--- config.mk ---
export PLATFORM = sky130hd
export DESIGN_NAME = qte_fifo
export DESIGN_NICKNAME = d
export VERILOG_FILES = /design/src/hdl/qte_fifo.sv
export SDC_FILE = /design/constraint.sdc
export NUM_CORES = 1
export LEC_CHECK = 0
export BUFFER_PORTS_ARGS = -buffer_cell sky130_fd_sc_hd__buf_2
export CORE_UTILIZATION = 51
export CTS_CLUSTER_DIAMETER = 40
export DETAILED_ROUTE_END_ITERATION = 12
export PLACE_DENSITY = 0.67
export RECOVER_POWER = 50
export SYNTH_ARGS = -nofsm -noshare
export SYNTH_HDL_FRONTEND = slang
export SYNTH_SLANG_ARGS = --single-unit
--- constraint.sdc ---
create_clock -name clk -period 5.41 [get_ports clk]
set_input_delay 0.2705 -clock clk [delete_from_list [all_inputs] [get_ports clk]]
set_output_delay 0.2705 -clock clk [all_outputs]
set_load 0.02 [all_outputs]
--- src/hdl/qte_fifo.sv ---
// ----------------------------------------------------------------------------
// qte_fifo
// Small register queue between the front and back pipelines.
// ----------------------------------------------------------------------------
module qte_fifo #(
    parameter int W     = 8,
    parameter int DEPTH = 32
) (
    input  logic         clk,
    input  logic         rst_n,
    input  logic         push,
    input  logic [W-1:0] din,
    input  logic         pop,
    output logic [W-1:0] dout,
    output logic         empty,
    output logic         full
);
    localparam int AW = $clog2(DEPTH);

    logic [W-1:0] mem_reg [0:DEPTH-1];
    logic [AW:0]  wp_reg, rp_reg;

    assign dout  = mem_reg[rp_reg[AW-1:0]];
    assign empty = wp_reg == rp_reg;
    assign full  = (wp_reg[AW] != rp_reg[AW]) && (wp_reg[AW-1:0] == rp_reg[AW-1:0]);

    // storage
    always_ff @(posedge clk)
    begin
        if (push)
            mem_reg[wp_reg[AW-1:0]] <= din;
    end

    // pointers
    always_ff @(posedge clk or negedge rst_n)
    begin
        if (!rst_n)
        begin
            wp_reg <= '0;
            rp_reg <= '0;
        end
        else
        begin
            if (push)
                wp_reg <= wp_reg + 1'b1;
            if (pop)
                rp_reg <= rp_reg + 1'b1;
        end
    end

endmodule

==> reports/qor.json <==
{
  "fill_cells": 1522,
  "synth.avg_cell_area_sq_um": 19.9,
  "hold_ws_ps": 34.0,
  "post_synth_main_area_contributors": "sky130_fd_sc_hd__edfxtp_1, sky130_fd_sc_hd__mux4_2, sky130_fd_sc_hd__mux2i_1",
  "cts.path.max_buffers": 3,
  "route.antenna.remaining_nets": 0,
  "yosys_most_used_dff": "sky130_fd_sc_hd__edfxtp_1",
  "vias": 5237,
  "total_nets_final": 590,
  "grt.overflow.total": 0,
  "hold_path_class": "in2reg",
  "largest_reg_flops": 256,
  "skew_ps": 15.4,
  "area_growth_pct": 13.4,
  "min_from": "pop",
  "critical_path.startpoint_type": "register",
  "antenna_found_initial": 0,
  "layout_worst_path_cycle_share": 0.679,
  "clock-root-buffer": "sky130_fd_sc_hd__clkbuf_16",
  "grt_pass1_wl_microns": 34000,
  "leakagePower_nw": 3.93,
  "cts_tree": "built",
  "grt_max_degree": 48,
  "max_cap_viol_count": 6,
  "core_area_sq_mm": 0.0203,
  "synth_edf_count": 256,
  "power.ir.vdd_worst_v": 0.000320,
  "h-tree-depth": 2,
  "grt_pass1_vias": 5421,
  "layout-drive-gt1-share": 0.218,
  "ys_seq_elements": 268,
  "detail_route.wirelength_microns": 22000,
  "mappedNetlistArea_sq_mm": 0.0106,
  "netlist_instances": 533,
  "fmax_mhz": 272,
  "tns_ps": 0,
  "die_area_sq_mm": 0.0213,
  "setup.worst_path.start": "rp_reg[0]",
  "rows": 52,
  "worst_ep_arrival_time_ps": 3400,
  "dieHeight_microns": 146,
  "postSynthNetCount": 550,
  "synth_async_sr_flop_share": 0.0448,
  "criticalPathCategory": "reg2out",
  "worst_r2r_startpoint": "wp_reg[2]",
  "final-max-slew-violation-count": 132,
  "number_of_buffers_created_by_cts": 34,
  "timing.final.crit_period_ps": 3670,
  "worst_skew_pair.late_latency_ps": 510,
  "final_core_utilization": 0.592,
  "outcome": "complete, but fails checks",
  "yosys.area.top_type_share": 0.726,
  "detailedPlacementHpwl_microns": 13000,
  "synth_top_cells_by_count": "sky130_fd_sc_hd__edfxtp_1, sky130_fd_sc_hd__mux4_2, sky130_fd_sc_hd__mux2i_1, sky130_fd_sc_hd__nor2_1, sky130_fd_sc_hd__a21oi_1",
  "cp_max_fo": 47,
  "synth.yosys.seq_area_share": 0.754,
  "basic_gate_share_of_the_synthesized_area_counting_and_or_nand_and_nor_cells": 0.0330,
  "ys.warnings.count": 0,
  "hold_viol": 0,
  "violations": "max-capacitance violations, max-slew violations",
  "tritoncts_num_sinks": 268,
  "p_per_area_mw_per_mm2": 534,
  "cp_data_required_time_ps": 5140,
  "synth.most_common_cell": "sky130_fd_sc_hd__edfxtp_1",
  "postCtsSetupRepairBufs": 0,
  "synth_cell_type_count": 40,
  "insertedDiodeCount": 0,
  "synth.mux.area_fraction": 0.134,
  "post_synth_xor_area_fraction": 0.0116,
  "gpl.final_weighted_congestion": 0.770,
  "remaining_drc_errors": 0,
  "timing.final.setup_violations": 0,
  "drc_violation_total_after_the_first_tritonroute_iteration": 453,
  "initial_utilization": 0.522,
  "synth-compound-area-share": 0.0417,
  "tightestPinTransition_ps": 1600,
  "groute.usage.overall": 0.217,
  "slew_headroom": -0.0675,
  "detail_route.first_pass.iterations": 5,
  "crit_path_end_kind": "output port",
  "synth.largest_area_cell": "sky130_fd_sc_hd__edfxtp_1",
  "port_buffers": 21,
  "detail_route.wl_per_cell_microns": 25.4,
  "setup_repair_after_global_routing_missed_its_margin": "false",
  "main_combinational_cell_family_by_area_after_synthesis": "multiplexers",
  "worst_setup_hold_path_clk_slew_ps": 50,
  "die_span_in_x_microns": 146,
  "synth_adder_area_share": 0.00591,
  "vias_per_cell": 6.04,
  "num_io_pins": 22
}
## worst max-delay path: stages (launching register included)
cell and delay (ps):
sky130_fd_sc_hd__dfrtp_4 930, sky130_fd_sc_hd__buf_12 400, sky130_fd_sc_hd__mux4_2 550, sky130_fd_sc_hd__a2111oi_1 680, sky130_fd_sc_hd__a21oi_1 90, sky130_fd_sc_hd__buf_2 200
## placed cells by master, fill, tap and decap left out, types with 3 or more instances in the layout
master	n
sky130_fd_sc_hd__o22ai_1	7
sky130_fd_sc_hd__nand3_1	7
sky130_fd_sc_hd__nor3_1	12
sky130_fd_sc_hd__a21oi_1	15
sky130_fd_sc_hd__nand4_1	3
sky130_fd_sc_hd__nor2b_1	4
sky130_fd_sc_hd__a22oi_1	9
sky130_fd_sc_hd__nand2_1	12
sky130_fd_sc_hd__edfxtp_1	256
sky130_fd_sc_hd__dfrtp_1	10
sky130_fd_sc_hd__xnor2_1	8
sky130_fd_sc_hd__a2111oi_2	6
sky130_fd_sc_hd__clkbuf_16	37
sky130_fd_sc_hd__buf_4	12
sky130_fd_sc_hd__clkinv_2	6
sky130_fd_sc_hd__ha_1	5
sky130_fd_sc_hd__a22o_1	7
sky130_fd_sc_hd__mux4_2	45
sky130_fd_sc_hd__mux2i_1	34
sky130_fd_sc_hd__nor2_1	24
sky130_fd_sc_hd__xor2_1	6
sky130_fd_sc_hd__clkinv_1	5
sky130_fd_sc_hd__o21ai_0	3
sky130_fd_sc_hd__buf_2	12
sky130_fd_sc_hd__clkbuf_1	14
sky130_fd_sc_hd__o221ai_1	8
sky130_fd_sc_hd__inv_1	3
## path summary, 6_finish.rpt
check                                       to  slack [ps]  cells past startpoint
worst max-delay path                   dout[7]        1740                      5
worst min-delay path                 rp_reg[0]          30                      2
worst max register to register  mem_reg[15][0]        3000                      2
worst min register to register       wp_reg[5]         480                      1
max in group asynchronous            rp_reg[0]        4590                      2
min in group asynchronous            wp_reg[3]         320                      2
## metal layers
layer,GRT usage,vias up,part of all wire
met5,0,-,0
met4,0.0682,0,0.019
met3,0.0347,41,0.060
met2,0.336,182,0.48
met1,0.321,2733,0.44
li1,-,2281,-
## cells by family (layout without fill, tap and decap cells)
| group | count (synthesis) | in the layout |
|---|---|---|
| adders and majority gates | 5 | 5 |
| buffers and inverters | 34 | 98 |
| DFF | 268 | 268 |
| xor gates and xnor gates | 14 | 14 |
| and+or+nand+nor | 73 | 73 |
| AOI/OAI and AO/OA | 57 | 57 |
| muxes | 82 | 82 |
## final cells by class
type / instances / area, sq um / share of cell area
clock buffer: 44 / 972 / 0.0809
tap: 270 / 338 / 0.0281
clock inverter: 16 / 90.1 / 0.00750
multi-input combinational: 231 / 2390 / 0.199
sequential: 268 / 7990 / 0.665
inverter: 3 / 11.3 / 0.000938
timing repair buffer: 35 / 214 / 0.0178
## metrics by stage
step	setup slack, ps	area (sq um)	total power, mW	instances
CTS	1680	12000	6.48	867
global route	1600	12000	6.68	867
global placement	2200	11000	4.35	806
detailed placement	2210	11000	4.39	806
finish	1740	12000	6.42	867
floorplan	3400	10600	3.92	533
## report_power, final
part / internal [mW] / switching (mW)
logic: 0.723 / 0.905
registers: 2.44 / 0.263
clock network: 1.27 / 0.821
total: 4.43 / 1.99
## what timing repair did
| action | in CTS | in global routing |
|---|---|---|
| hold buffers | 1 | 0 |
| gates resized for setup | 0 | 0 |
| hold endpoints to repair | 12 | 0 |
Power figures use the tool's default switching activity.
